$ cat src/rtl/vaos_pkg.sv
// shared types and constants of the voice allocator
`default_nettype none

package vaos_pkg;

  // voice index width, wide enough for the largest supported voice count (64)
  localparam int unsigned VIDX_W  = 6;
  localparam int unsigned AGE_W   = 32;
  localparam int unsigned NOTE_W  = 7;
  localparam int unsigned VEL_W   = 7;
  localparam int unsigned CMD_W   = 2;
  localparam int unsigned ACT_W   = 2;
  localparam int unsigned CFG_IDX_W = 8;

  // event kinds on the input stream
  localparam logic [CMD_W-1:0] CMD_NOTE_ON  = 2'd0;
  localparam logic [CMD_W-1:0] CMD_NOTE_OFF = 2'd1;
  localparam logic [CMD_W-1:0] CMD_TICK     = 2'd2;

  // actions on the output stream
  localparam logic [ACT_W-1:0] ACT_NONE       = 2'd0;
  localparam logic [ACT_W-1:0] ACT_TUNE_PRESS = 2'd1;
  localparam logic [ACT_W-1:0] ACT_PRESS      = 2'd2;
  localparam logic [ACT_W-1:0] ACT_DAMPEN     = 2'd3;

  // configuration register indexes and reset values
  localparam logic [CFG_IDX_W-1:0] REG_LOWEST_NOTE  = 8'd0;
  localparam logic [CFG_IDX_W-1:0] REG_HIGHEST_NOTE = 8'd1;
  localparam logic [NOTE_W-1:0]    LOWEST_NOTE_RST  = 7'd21;
  localparam logic [NOTE_W-1:0]    HIGHEST_NOTE_RST = 7'd108;

  typedef enum logic [1:0] {
    ST_IDLE,
    ST_LAUNCH,
    ST_SCAN,
    ST_RESP
  } vaos_state_e;

  // broadcast update applied by every voice cell
  typedef struct packed {
    logic              tick;
    logic              press;
    logic              tune;
    logic [VIDX_W-1:0] voice;
    logic [NOTE_W-1:0] note;
  } cell_cmd_t;

  // search token handed from cell to cell
  typedef struct packed {
    logic              valid;
    logic [AGE_W-1:0]  best_age;
    logic [VIDX_W-1:0] best_idx;
    logic              hit;
    logic [VIDX_W-1:0] hit_idx;
  } scan_tok_t;

endpackage

`default_nettype wire

$ cat src/rtl/vaos_cell.sv
// one voice cell: age counter, owned note and one stage of the search chain
`default_nettype none

module vaos_cell #(
  parameter int unsigned IDX = 0
) (
  input  wire                          clk_i,
  input  wire                          rst_ni,
  input  vaos_pkg::cell_cmd_t          cmd_i,
  input  wire [vaos_pkg::NOTE_W-1:0]   note_i,
  input  vaos_pkg::scan_tok_t          tok_i,
  output vaos_pkg::scan_tok_t          tok_o
);
  import vaos_pkg::*;

  logic [AGE_W-1:0]  age_q, age_d;
  logic              own_vld_q, own_vld_d;
  logic [NOTE_W-1:0] own_note_q, own_note_d;
  logic              tok_vld_q;
  scan_tok_t         tok_d, tok_q;
  logic              sel;
  logic              match;

  assign sel   = (cmd_i.voice == VIDX_W'(IDX));
  assign match = own_vld_q && (own_note_q == note_i);

  always_comb begin
    age_d      = age_q;
    own_vld_d  = own_vld_q;
    own_note_d = own_note_q;
    if (cmd_i.tick && (age_q != '1)) begin
      age_d = age_q + AGE_W'(1);
    end
    if (cmd_i.press && sel) begin
      age_d = '0;
    end
    // tuning a voice replaces whatever note it held before
    if (cmd_i.tune && sel) begin
      own_vld_d  = 1'b1;
      own_note_d = cmd_i.note;
    end
  end

  always_comb begin
    tok_d = tok_i;
    // strictly greater keeps the lower index on a tie
    if (age_q > tok_i.best_age) begin
      tok_d.best_age = age_q;
      tok_d.best_idx = VIDX_W'(IDX);
    end
    if (!tok_i.hit && match) begin
      tok_d.hit     = 1'b1;
      tok_d.hit_idx = VIDX_W'(IDX);
    end
  end

  always_ff @(posedge clk_i or negedge rst_ni) begin
    if (!rst_ni) begin
      age_q     <= '0;
      own_vld_q <= 1'b0;
      tok_vld_q <= 1'b0;
    end else begin
      age_q     <= age_d;
      own_vld_q <= own_vld_d;
      tok_vld_q <= tok_i.valid;
    end
  end

  always_ff @(posedge clk_i) begin
    own_note_q <= own_note_d;
    tok_q      <= tok_d;
  end

  always_comb begin
    tok_o       = tok_q;
    tok_o.valid = tok_vld_q;
  end

endmodule

`default_nettype wire

$ cat src/rtl/vaos_ctrl.sv
// sequencer: event decode, range registers, search launch, decision and result register
`default_nettype none

module vaos_ctrl #(
  parameter int unsigned NOTES = 128
) (
  input  wire                             clk_i,
  input  wire                             rst_ni,
  input  wire                             s_axis_tvalid,
  output logic                            s_axis_tready,
  input  wire [15:0]                      s_axis_tdata,
  input  wire [vaos_pkg::CMD_W-1:0]       s_axis_tuser,
  output logic                            m_axis_tvalid,
  input  wire                             m_axis_tready,
  output logic [23:0]                     m_axis_tdata,
  output logic [vaos_pkg::ACT_W-1:0]      m_axis_tuser,
  input  wire                             cfg_valid_i,
  output logic                            cfg_ready_o,
  input  wire [vaos_pkg::CFG_IDX_W-1:0]   cfg_index_i,
  input  wire [vaos_pkg::NOTE_W-1:0]      cfg_data_i,
  output vaos_pkg::cell_cmd_t             cmd_o,
  output logic [vaos_pkg::NOTE_W-1:0]     note_o,
  output vaos_pkg::scan_tok_t             seed_o,
  input  vaos_pkg::scan_tok_t             last_i
);
  import vaos_pkg::*;

  vaos_state_e       state_q, state_d;
  logic [NOTE_W-1:0] lowest_q, highest_q;
  logic              is_on_q;
  logic [NOTE_W-1:0] note_q;
  logic [VEL_W-1:0]  vel_q;
  logic [ACT_W-1:0]  res_act_q, res_act_d;
  logic [VIDX_W-1:0] res_voice_q, res_voice_d;
  logic [NOTE_W-1:0] res_note_q, res_note_d;
  logic [VEL_W-1:0]  res_vel_q, res_vel_d;
  logic              out_vld_q;
  logic [23:0]       out_data_q;
  logic [ACT_W-1:0]  out_act_q;
  logic              accept;
  logic              in_range;
  logic              needs_scan;
  logic              out_free;
  logic [NOTE_W-1:0] in_note;
  logic [VEL_W-1:0]  in_vel;

  assign in_note = s_axis_tdata[NOTE_W-1:0];
  assign in_vel  = s_axis_tdata[NOTE_W+VEL_W-1:NOTE_W];

  assign s_axis_tready = (state_q == ST_IDLE);
  assign accept        = s_axis_tvalid && s_axis_tready;
  assign cfg_ready_o   = 1'b1;
  assign out_free      = !out_vld_q || m_axis_tready;

  assign in_range = (in_note >= lowest_q) && (in_note <= highest_q) &&
                    ({1'b0, in_note} < 8'(NOTES));
  assign needs_scan = in_range &&
                      ((s_axis_tuser == CMD_NOTE_ON) || (s_axis_tuser == CMD_NOTE_OFF));

  // range registers
  always_ff @(posedge clk_i or negedge rst_ni) begin
    if (!rst_ni) begin
      lowest_q  <= LOWEST_NOTE_RST;
      highest_q <= HIGHEST_NOTE_RST;
    end else if (cfg_valid_i) begin
      if (cfg_index_i == REG_LOWEST_NOTE) begin
        lowest_q <= cfg_data_i;
      end else if (cfg_index_i == REG_HIGHEST_NOTE) begin
        highest_q <= cfg_data_i;
      end
    end
  end

  always_comb begin
    state_d     = state_q;
    res_act_d   = res_act_q;
    res_voice_d = res_voice_q;
    res_note_d  = res_note_q;
    res_vel_d   = res_vel_q;
    cmd_o       = '0;
    seed_o      = '0;
    case (state_q)
      ST_IDLE: begin
        if (accept) begin
          cmd_o.tick  = (s_axis_tuser == CMD_TICK);
          res_act_d   = ACT_NONE;
          res_voice_d = '0;
          res_note_d  = '0;
          res_vel_d   = '0;
          state_d     = needs_scan ? ST_LAUNCH : ST_RESP;
        end
      end
      ST_LAUNCH: begin
        seed_o.valid = 1'b1;
        state_d      = ST_SCAN;
      end
      ST_SCAN: begin
        if (last_i.valid) begin
          res_note_d = note_q;
          if (is_on_q && last_i.hit) begin
            res_act_d   = ACT_PRESS;
            res_voice_d = last_i.hit_idx;
            res_vel_d   = vel_q;
            cmd_o.press = 1'b1;
            cmd_o.voice = last_i.hit_idx;
          end else if (is_on_q) begin
            res_act_d   = ACT_TUNE_PRESS;
            res_voice_d = last_i.best_idx;
            res_vel_d   = vel_q;
            cmd_o.press = 1'b1;
            cmd_o.tune  = 1'b1;
            cmd_o.voice = last_i.best_idx;
            cmd_o.note  = note_q;
          end else if (last_i.hit) begin
            res_act_d   = ACT_DAMPEN;
            res_voice_d = last_i.hit_idx;
            res_vel_d   = '0;
          end else begin
            res_act_d  = ACT_NONE;
            res_note_d = '0;
            res_vel_d  = '0;
          end
          state_d = ST_RESP;
        end
      end
      ST_RESP: begin
        if (out_free) begin
          state_d = ST_IDLE;
        end
      end
      default: state_d = ST_IDLE;
    endcase
  end

  always_ff @(posedge clk_i or negedge rst_ni) begin
    if (!rst_ni) begin
      state_q <= ST_IDLE;
    end else begin
      state_q <= state_d;
    end
  end

  // latched event and pending result
  always_ff @(posedge clk_i) begin
    if (accept) begin
      // note on with zero velocity behaves as note off
      is_on_q <= (s_axis_tuser == CMD_NOTE_ON) && (in_vel != '0);
      note_q  <= in_note;
      vel_q   <= in_vel;
    end
    res_act_q   <= res_act_d;
    res_voice_q <= res_voice_d;
    res_note_q  <= res_note_d;
    res_vel_q   <= res_vel_d;
  end

  // output register
  always_ff @(posedge clk_i or negedge rst_ni) begin
    if (!rst_ni) begin
      out_vld_q <= 1'b0;
    end else if ((state_q == ST_RESP) && out_free) begin
      out_vld_q <= 1'b1;
    end else if (m_axis_tready) begin
      out_vld_q <= 1'b0;
    end
  end

  always_ff @(posedge clk_i) begin
    if ((state_q == ST_RESP) && out_free) begin
      out_data_q <= {7'd0, res_vel_q, res_note_q, res_voice_q[2:0]};
      out_act_q  <= res_act_q;
    end
  end

  assign m_axis_tvalid = out_vld_q;
  assign m_axis_tdata  = out_data_q;
  assign m_axis_tuser  = out_act_q;
  assign note_o        = note_q;

  // the search token only comes out while the sequencer waits for it
  a_tok_in_scan: assert property (@(posedge clk_i) disable iff (!rst_ni)
    last_i.valid |-> state_q == ST_SCAN)
    else $error("search token outside scan");

  a_launch_scan: assert property (@(posedge clk_i) disable iff (!rst_ni)
    state_q == ST_LAUNCH |=> state_q == ST_SCAN)
    else $error("launch not followed by scan");

  a_none_zero: assert property (@(posedge clk_i) disable iff (!rst_ni)
    m_axis_tvalid && (m_axis_tuser == ACT_NONE) |-> m_axis_tdata == '0)
    else $error("no-action transfer carries data");

  a_dampen_vel: assert property (@(posedge clk_i) disable iff (!rst_ni)
    m_axis_tvalid && (m_axis_tuser == ACT_DAMPEN) |-> m_axis_tdata[16:10] == '0)
    else $error("dampen transfer with velocity");

  a_press_sel: assert property (@(posedge clk_i) disable iff (!rst_ni)
    cmd_o.tune |-> cmd_o.press && !cmd_o.tick)
    else $error("tune without press");

endmodule

`default_nettype wire

$ cat src/rtl/voice_allocator_oldest_steal_core.sv
// voice allocator with oldest-voice stealing: sequencer and chain of voice cells
//
// usage
//   events enter on the s_axis stream: tuser is the kind (note on, note off,
//   sample tick), tdata carries note and velocity. every event gives exactly
//   one transfer on the m_axis stream: tuser is the action, tdata carries voice,
//   note and velocity. the cfg channel writes the lowest and highest accepted
//   note, always ready; the user must write it only while the block is idle (unchecked).
// timing
//   one event at a time. ticks, unused kinds and out-of-range notes go from
//   idle straight to the response state and then to the output register.
//   note events pass the launch and scan states, sending a search token
//   through the row of VOICES cells, one cell a cycle, before the response
//   state; s_axis_tready returns as the output register takes the result.
// reset
//   all ages cleared, no voice owns a note, range back to 21..108.
// back-pressure
//   the result waits in the output register while m_axis_tready is low; the
//   block still takes one more event and holds its result until that register is free.
`default_nettype none

module voice_allocator_oldest_steal_core #(
  parameter int unsigned VOICES = 8,
  parameter int unsigned NOTES  = 128
) (
  input  wire         clk_i,
  input  wire         rst_ni,
  // event stream
  input  wire         s_axis_tvalid,
  output logic        s_axis_tready,
  input  wire [15:0]  s_axis_tdata,   // [6:0] note, [13:7] velocity, [15:14] zero
  input  wire [1:0]   s_axis_tuser,   // [1:0] cmd
  // action stream
  output logic        m_axis_tvalid,
  input  wire         m_axis_tready,
  output logic [23:0] m_axis_tdata,   // [2:0] voice, [9:3] out_note, [16:10] out_velocity
  output logic [1:0]  m_axis_tuser,   // [1:0] action
  // register writes
  input  wire         cfg_valid_i,
  output logic        cfg_ready_o,
  input  wire [7:0]   cfg_index_i,
  input  wire [6:0]   cfg_data_i
);
  import vaos_pkg::*;

  cell_cmd_t         cmd;
  logic [NOTE_W-1:0] scan_note;
  // token links: entry 0 is the seed, entry VOICES leaves the last cell
  scan_tok_t         tok [VOICES+1];

  vaos_ctrl #(
    .NOTES (NOTES)
  ) u_ctrl (
    .clk_i         (clk_i),
    .rst_ni        (rst_ni),
    .s_axis_tvalid (s_axis_tvalid),
    .s_axis_tready (s_axis_tready),
    .s_axis_tdata  (s_axis_tdata),
    .s_axis_tuser  (s_axis_tuser),
    .m_axis_tvalid (m_axis_tvalid),
    .m_axis_tready (m_axis_tready),
    .m_axis_tdata  (m_axis_tdata),
    .m_axis_tuser  (m_axis_tuser),
    .cfg_valid_i   (cfg_valid_i),
    .cfg_ready_o   (cfg_ready_o),
    .cfg_index_i   (cfg_index_i),
    .cfg_data_i    (cfg_data_i),
    .cmd_o         (cmd),
    .note_o        (scan_note),
    .seed_o        (tok[0]),
    .last_i        (tok[VOICES])
  );

  // one cell per voice; the token picks up the oldest age and any owner of the note
  for (genvar i = 0; i < VOICES; i++) begin : g_cell
    vaos_cell #(
      .IDX (i)
    ) u_cell (
      .clk_i  (clk_i),
      .rst_ni (rst_ni),
      .cmd_i  (cmd),
      .note_i (scan_note),
      .tok_i  (tok[i]),
      .tok_o  (tok[i+1])
    );
  end

endmodule

`default_nettype wire
$ cat config.mk
export PLATFORM = sky130hd
export DESIGN_NAME = voice_allocator_oldest_steal_core
export DESIGN_NICKNAME = d
export VERILOG_FILES = /design/src/rtl/vaos_pkg.sv /design/src/rtl/vaos_cell.sv /design/src/rtl/vaos_ctrl.sv /design/src/rtl/voice_allocator_oldest_steal_core.sv
export SDC_FILE = /design/constraint.sdc
export NUM_CORES = 1
export LEC_CHECK = 0
export ABC_AREA = 0
export BUFFER_PORTS_ARGS = -buffer_cell sky130_fd_sc_hd__buf_2
export CAP_MARGIN = 20
export CORE_MARGIN = 4
export CORE_UTILIZATION = 63
export DETAILED_ROUTE_END_ITERATION = 10
export PLACE_DENSITY = 0.91
export SLEW_MARGIN = 25
export SYNTH_ARGS = -nofsm -noshare
export SYNTH_HDL_FRONTEND = slang
export SYNTH_SLANG_ARGS = --single-unit
$ cat constraint.sdc
create_clock -name clk_i -period 3.8 [get_ports clk_i]
set_clock_uncertainty 0.15 [all_clocks]
set_input_delay 0.38 -clock clk_i [delete_from_list [all_inputs] [get_ports clk_i]]
set_output_delay 0.38 -clock clk_i [all_outputs]
set_load 0.005 [all_outputs]
* Word-level counts from Yosys, hierarchy flattened
Cells that the tools add are included.
** Cells by class
- Shift operators :: 0
- Bitwise gates (word level) :: 1
- $mul :: 0
- Muxes and demuxes :: 62
- Reduce and logical (&&, ||, !) cells :: 75
- Add/subtract/negate cells :: 8
- Equal/unequal tests :: 33
- Magnitude comparators :: 10
- Div/mod/pow operators :: 0
** Operators by type and width (number)
- 32-bit 2-to-1 mux :: 16
- 32-bit by 1-bit adder with 32-bit output (second input constant) :: 8
- 32-bit != test (second input constant) :: 8
- 38-bit 2-to-1 mux :: 6
- 32-bit greater-than comparator :: 7
- 7-bit 2-to-1 mux :: 10
- 7-bit equality test :: 8
- 1-bit logical AND :: 45
- 15-bit 2-to-1 mux :: 3
- 32-bit by 1-bit greater-than comparator with 1-bit output (second input constant) :: 1
- 7-bit case mux with 2 select lines :: 2
- 6-bit by 3-bit equality test with 1-bit output (second input constant) :: 4
- 2-bit nonzero test :: 10
- 2-bit 2-to-1 mux :: 9
- 3-bit 2-to-1 mux :: 5
- 6-bit by 2-bit equality test with 1-bit output (second input constant) :: 2
- 3-bit AND reduction :: 3
- 8-bit by 1-bit equality test with 1-bit output (second input constant) :: 1
- 1-bit zero test :: 8
- 8-bit zero test :: 1
- 2-bit case mux with 4 select lines :: 1
- 7-bit greater-or-equal comparator :: 1
- 7-bit less-or-equal comparator :: 1
- 1-bit 2-to-1 mux :: 7
- other kinds (16) :: 22
** Storage, ports and cells
- Bits in latches :: 0
- Bits in read-only memories :: 0
- Word-level logic and storage cells :: 264
- Memories kept :: 0
- Bits in writable memories :: 0
- Output and inout bits :: 29
- Input bits :: 38
- Register bits after elaboration :: 720

* Logic depth before layout (Yosys ltp)
- Depth after elaboration :: 7
- Gate-level depth with buffers :: 10
- Mapped depth without buffers :: 8

* Modules after synthesis
From an unflattened synthesis, not the netlist that was laid out.
** Second synthesis, totals
- Cell total of the unflattened synthesis :: 3575
- Area total of the unflattened synthesis :: 37684.9 µm²
** Modules (own cells, without submodules)
- vaos_cell at g_cell[7].u_cell :: cells each 419, area an instance 4354.2 µm², seq. area each 1961.9 µm², instances 1
- vaos_cell at g_cell[3].u_cell :: cells each 413, area an instance 4314.1 µm², seq. area each 1961.9 µm², instances 1
- vaos_cell at g_cell[5].u_cell :: cells each 421, area an instance 4285.4 µm², seq. area each 1961.9 µm², instances 1
- vaos_cell at g_cell[2].u_cell :: cells each 408, area an instance 4265.3 µm², seq. area each 1961.9 µm², instances 1
- vaos_cell at g_cell[4].u_cell :: cells each 411, area an instance 4259.1 µm², seq. area each 1961.9 µm², instances 1
- vaos_cell at g_cell[6].u_cell :: cells each 410, area an instance 4259.1 µm², seq. area each 1961.9 µm², instances 1
- vaos_cell at g_cell[1].u_cell :: cells each 405, area an instance 4251.6 µm², seq. area each 1961.9 µm², instances 1
- vaos_cell at g_cell[0].u_cell :: cells each 408, area an instance 4222.8 µm², seq. area each 1961.9 µm², instances 1
- vaos_ctrl :: cells each 280, area an instance 3473.3 µm², seq. area each 2025.7 µm², instances 1

* Worst setup path before layout
Ideal clock, no wire load.
- Path kind :: reg2reg
- Start :: register g_cell[6].u_cell.age_q[1]
- End :: register g_cell[6].u_cell.tok_q, in the netlist g_cell[6].u_cell.tok_o[18]
- Path buffers :: 1
- Setup time :: 0.121 ns
- Path slack :: 1.124 ns
- Stages on the path, launching flop included :: 9
- Required time :: 3.529 ns
- Arrival :: 2.405 ns
- Period minus slack after synthesis :: 2.676 ns
- Path through :: dfrtp_1 ha_1 nor2b_1 o211ai_1 a2111oi_0 or4b_1 a31oi_4 buf_6 mux2_2
** RTL lines
- start: declaration :: RTL line vaos_cell.sv:16 : logic [AGE_W-1:0] age_q, age_d;
- start signal: assignment :: RTL line vaos_cell.sv:63 : age_q <= age_d;
- end signal: assignment :: RTL line vaos_cell.sv:71 : tok_q <= tok_d;
- end: declaration :: RTL line vaos_cell.sv:20 : scan_tok_t tok_d, tok_q;

* Final worst setup path
- Start :: register u_ctrl.state_q[1]
- End :: register g_cell[2].u_cell.age_q[31]
** Between the ends
- Word-level cells in the longest chain between the ends :: 6
- Elaborated cells on any way between the ends :: 11
- Classes of those cells :: 2 x eq/ne; 4 x mux; 5 x reduce/logical
** Ends and longest elaborated chain
- start: declaration :: RTL line vaos_ctrl.sv:28 : vaos_state_e state_q, state_d;
- start signal: assignment :: RTL line vaos_ctrl.sv:139 : state_q <= state_d;
- parallel branches: the longest is 6 deep, another holds 32-bit 2-to-1 mux
- end signal: assignment :: RTL line vaos_cell.sv:63
- end: declaration :: RTL line vaos_cell.sv:16
Parallel ways; which one is timed is not known.
A chain may end at the register's enable or synchronous reset.

==> flow_metrics.env <==
export IMPL_slowest_delay_ps=650
export IMPL_total_power_mw=14.0
export IMPL_relSlewSlack_pct=31.4
export IMPL_fillers=3208
export IMPL_grtUsageTotal_pct=27.9
export IMPL_cp_arrival_ps=3610
export IMPL_area_growth_pct=10.5
export IMPL_crit_path_end_kind="register"
export IMPL_via_per_inst=6.24
export IMPL_drtAntennaViolNets=0
export IMPL_worstPathRequired_ps=4120
export IMPL_dp_cells=3839
export IMPL_wl_mm=79.5
export IMPL_cts_root_buffer="clkbuf_16"
export IMPL_drv_slew=0
export IMPL_overflow=0
export IMPL_crit_type="register to register"
export IMPL_clk_pin_slew_ps=70
export IMPL_fin_crit_sh_pct=86.6
export IMPL_antenna_cells=0
export IMPL_clockBufferDepth=3
export IMPL_min_path_type="input pin to register"
export IMPL_reg2reg_depth=9
export IMPL_cts_max_level=3
export IMPL_place_ws_ps=672
export IMPL_grt_pass1_wl_mm=130
export IMPL_synth_cells=3173
export IMPL_final_common_cell="inv_1"
export IMPL_crit_fanout=7
export IMPL_vias=24900
export IMPL_drtIter0Drc=2629
export IMPL_reg2reg_slack_ps=510
export IMPL_rr_endpoint="g_cell[2].u_cell.age_q[31]"
export IMPL_postLayoutCoreUtil_pct=70.7
export IMPL_synth_edf_count=109
export IMPL_wire_per_inst_um=20.0
export IMPL_critPathBufInv=2
export IMPL_io_buffer_count=56
export IMPL_drc=0
export IMPL_cp_num_cells=9
export IMPL_async_flop_share_pct=43.5
export IMPL_crit_chain="inv_1 > ha_1 > and4b_1 > buf_4 > nand4_1 > nand4bb_1 > nor3_1 > xnor2_1 > nor2_1"
export IMPL_grt_pass1_vias=24900
export IMPL_core_area_um2=51600
export IMPL_post_cts_buffers=0
export IMPL_synth_area_um2=33000
export IMPL_synth_area_top_cells="dfrtp_1 21%, dfxtp_1 16%, edfxtp_1 9.9%, ha_1 9.5%, mux2_2 5.5%"
export IMPL_max_cap_viol_count=0
export IMPL_hold_viol_final=0
export IMPL_yosysTopAreaCell="dfrtp_1"
export IMPL_r2r_start="u_ctrl.state_q[1]"
export IMPL_cts_tree="done"
export IMPL_ir_drop_uv=323
export IMPL_power_leakage_nw=15.9
export IMPL_die_height_um=237
export IMPL_stdcell_count=3983
export IMPL_crit_slowest_cell="and4b_1"
export IMPL_synthDistinctLibCells=80
export IMPL_gp_congestion=0.925
export IMPL_max_freq_mhz=304
export IMPL_rows=83
export IMPL_fin_ws_ps=511
export IMPL_setup_tns_final_ps=0
export IMPL_p_per_area_nw_per_um2=384
export IMPL_yosysTopAreaCellShare_pct=21.4
export IMPL_grt_start_max_net_pins=77
export IMPL_insertion_delay_ps=610
export IMPL_firstDrtPassIters=6
export IMPL_final_cell_mix="287 x inv_1, 282 x dfrtp_1, 266 x dfxtp_1"
export IMPL_start_util_pct=64.0
export IMPL_cts_buffers=66
export IMPL_endpoint="g_cell[2].u_cell.age_q[31]"
export IMPL_stdcell_area_um2=36500
export IMPL_antenna_found_initial=0
export IMPL_die_w_um=237
export IMPL_synth_warnings=0
export IMPL_setup_viol=0
export IMPL_synth_seq_area_share_pct=48.0
export IMPL_place_area_um2=34000
export IMPL_fin_crit_ps=3290
export IMPL_status="finished, final reports clean"
export IMPL_num_nets_final=3540
export IMPL_setup_worst_path_start="u_ctrl.state_q[1]"
export IMPL_synth_area_per_cell_um2=10.4
export IMPL_dieArea_um2=56200
export IMPL_yosys_most_used_dff="dfrtp_1"
export IMPL_start_kind="register"
export IMPL_boundaryPins=67
export IMPL_hpwl_mm=51.5
export IMPL_max_slew_worst_pin_slew_ps=1020
export IMPL_ys_ff_latch=664
export IMPL_hold_ws_ps=50.3
export IMPL_cp_top_family="simple AND/OR/NAND/NOR gates"
export IMPL_drive_gt1_share_pct=13.0
export IMPL_clock_sinks=664
export IMPL_rsz0062_at_grt="no"
report_power, final:
group / switching, mW / total, mW / internal (mW)
Combinational: 0.113 / 0.172 / 0.0588
Clock: 2.72 / 6.67 / 3.95
Sequential: 0.00416 / 7.19 / 7.18
worst min path at each step:
| stage | from | to | cells past startpoint |
|---|---|---|---|
| floorplan | rst_ni | g_cell[0].u_cell.age_q[0] | 0 |
| global placement | g_cell[0].u_cell.tok_vld_q | g_cell[1].u_cell.tok_vld_q | 0 |
| detailed placement | rst_ni | g_cell[4].u_cell.own_vld_q | 1 |
| CTS | s_axis_tuser[1] | u_ctrl.is_on_q | 2 |
| global route | s_axis_tuser[1] | u_ctrl.is_on_q | 2 |
| finish | s_axis_tuser[1] | u_ctrl.is_on_q | 2 |
state kept, by name (all words and copies together) (netlist names):
name and cells:
u_ctrl.lowest_q 7, u_ctrl.res_vel_q 7, u_ctrl.res_note_q 7, u_ctrl.is_on_q 1
g_cell.u_cell.tok_o 266, u_ctrl.highest_q 7, u_ctrl.res_act_q 2, u_ctrl.m_axis_tvalid 1
u_ctrl.m_axis_tdata 17, u_ctrl.m_axis_tuser 2, u_ctrl.res_voice_q 3, g_cell.u_cell.tok_vld_q 8
g_cell.u_cell.age_q 256, u_ctrl.state_q 2, g_cell.u_cell.own_vld_q 8, u_ctrl.note_o 7
g_cell.u_cell.own_note_q 56, u_ctrl.vel_q 7
timing repair:
action                                 CTS  global route
resized for setup                        0             0
endpoints found under the hold margin   81             0
hold buffers                            24             0
final cells by class:
class	count	area (µm²)	share of cell area, %
multi-input cells	2115	15600	42.8
clock inverters	17	168	0.459
repair buffers	117	883	2.42
inverters	287	1080	2.95
clock buffers	103	2060	5.65
flip-flops and latches	664	15800	43.4
well taps	680	851	2.33
cell families after synthesis:
group                      synth area share (%)
and+or+nand+nor                            16.9
DFF                                        48.0
buffers and inverters                      5.05
AOI/OAI and AO/OA                          6.81
adders and majority gates                  9.51
xor gates and xnor gates                   6.34
muxes                                      7.46
other                                    0.0227
cell usage after synthesis (all sizes together) (4+ instances only):
cell	count
dfxtp	266
xor2	138
ha	251
nor2b	29
and2	34
nor2	265
o31ai	4
a221oi	5
nor4	44
nand2	140
buf	51
nand4	147
a31oi	14
or2	17
nor3b	8
or3	52
nor3	58
nand2b	29
a211oi	26
dfstp	7
a21oi	128
and4	39
o211ai	22
or4	15
a2111oi	6
nor4b	6
xnor2	101
inv	287
and3	50
dfrtp	282
o21ai	81
a21o	32
mux2i	29
mux2	186
edfxtp	109
nand3	110
clkbuf	62
routing by layer:
layer  global-route usage [%]  part of all wire [%]  routed length [µm]
met5                        0                     0                   0
met1                     35.7                    39               31400
met3                     4.13                   7.1                5610
met2                     48.4                    50               39600
met4                     9.89                   3.6                2900
No activity file was read; power rests on OpenSTA's default activity.
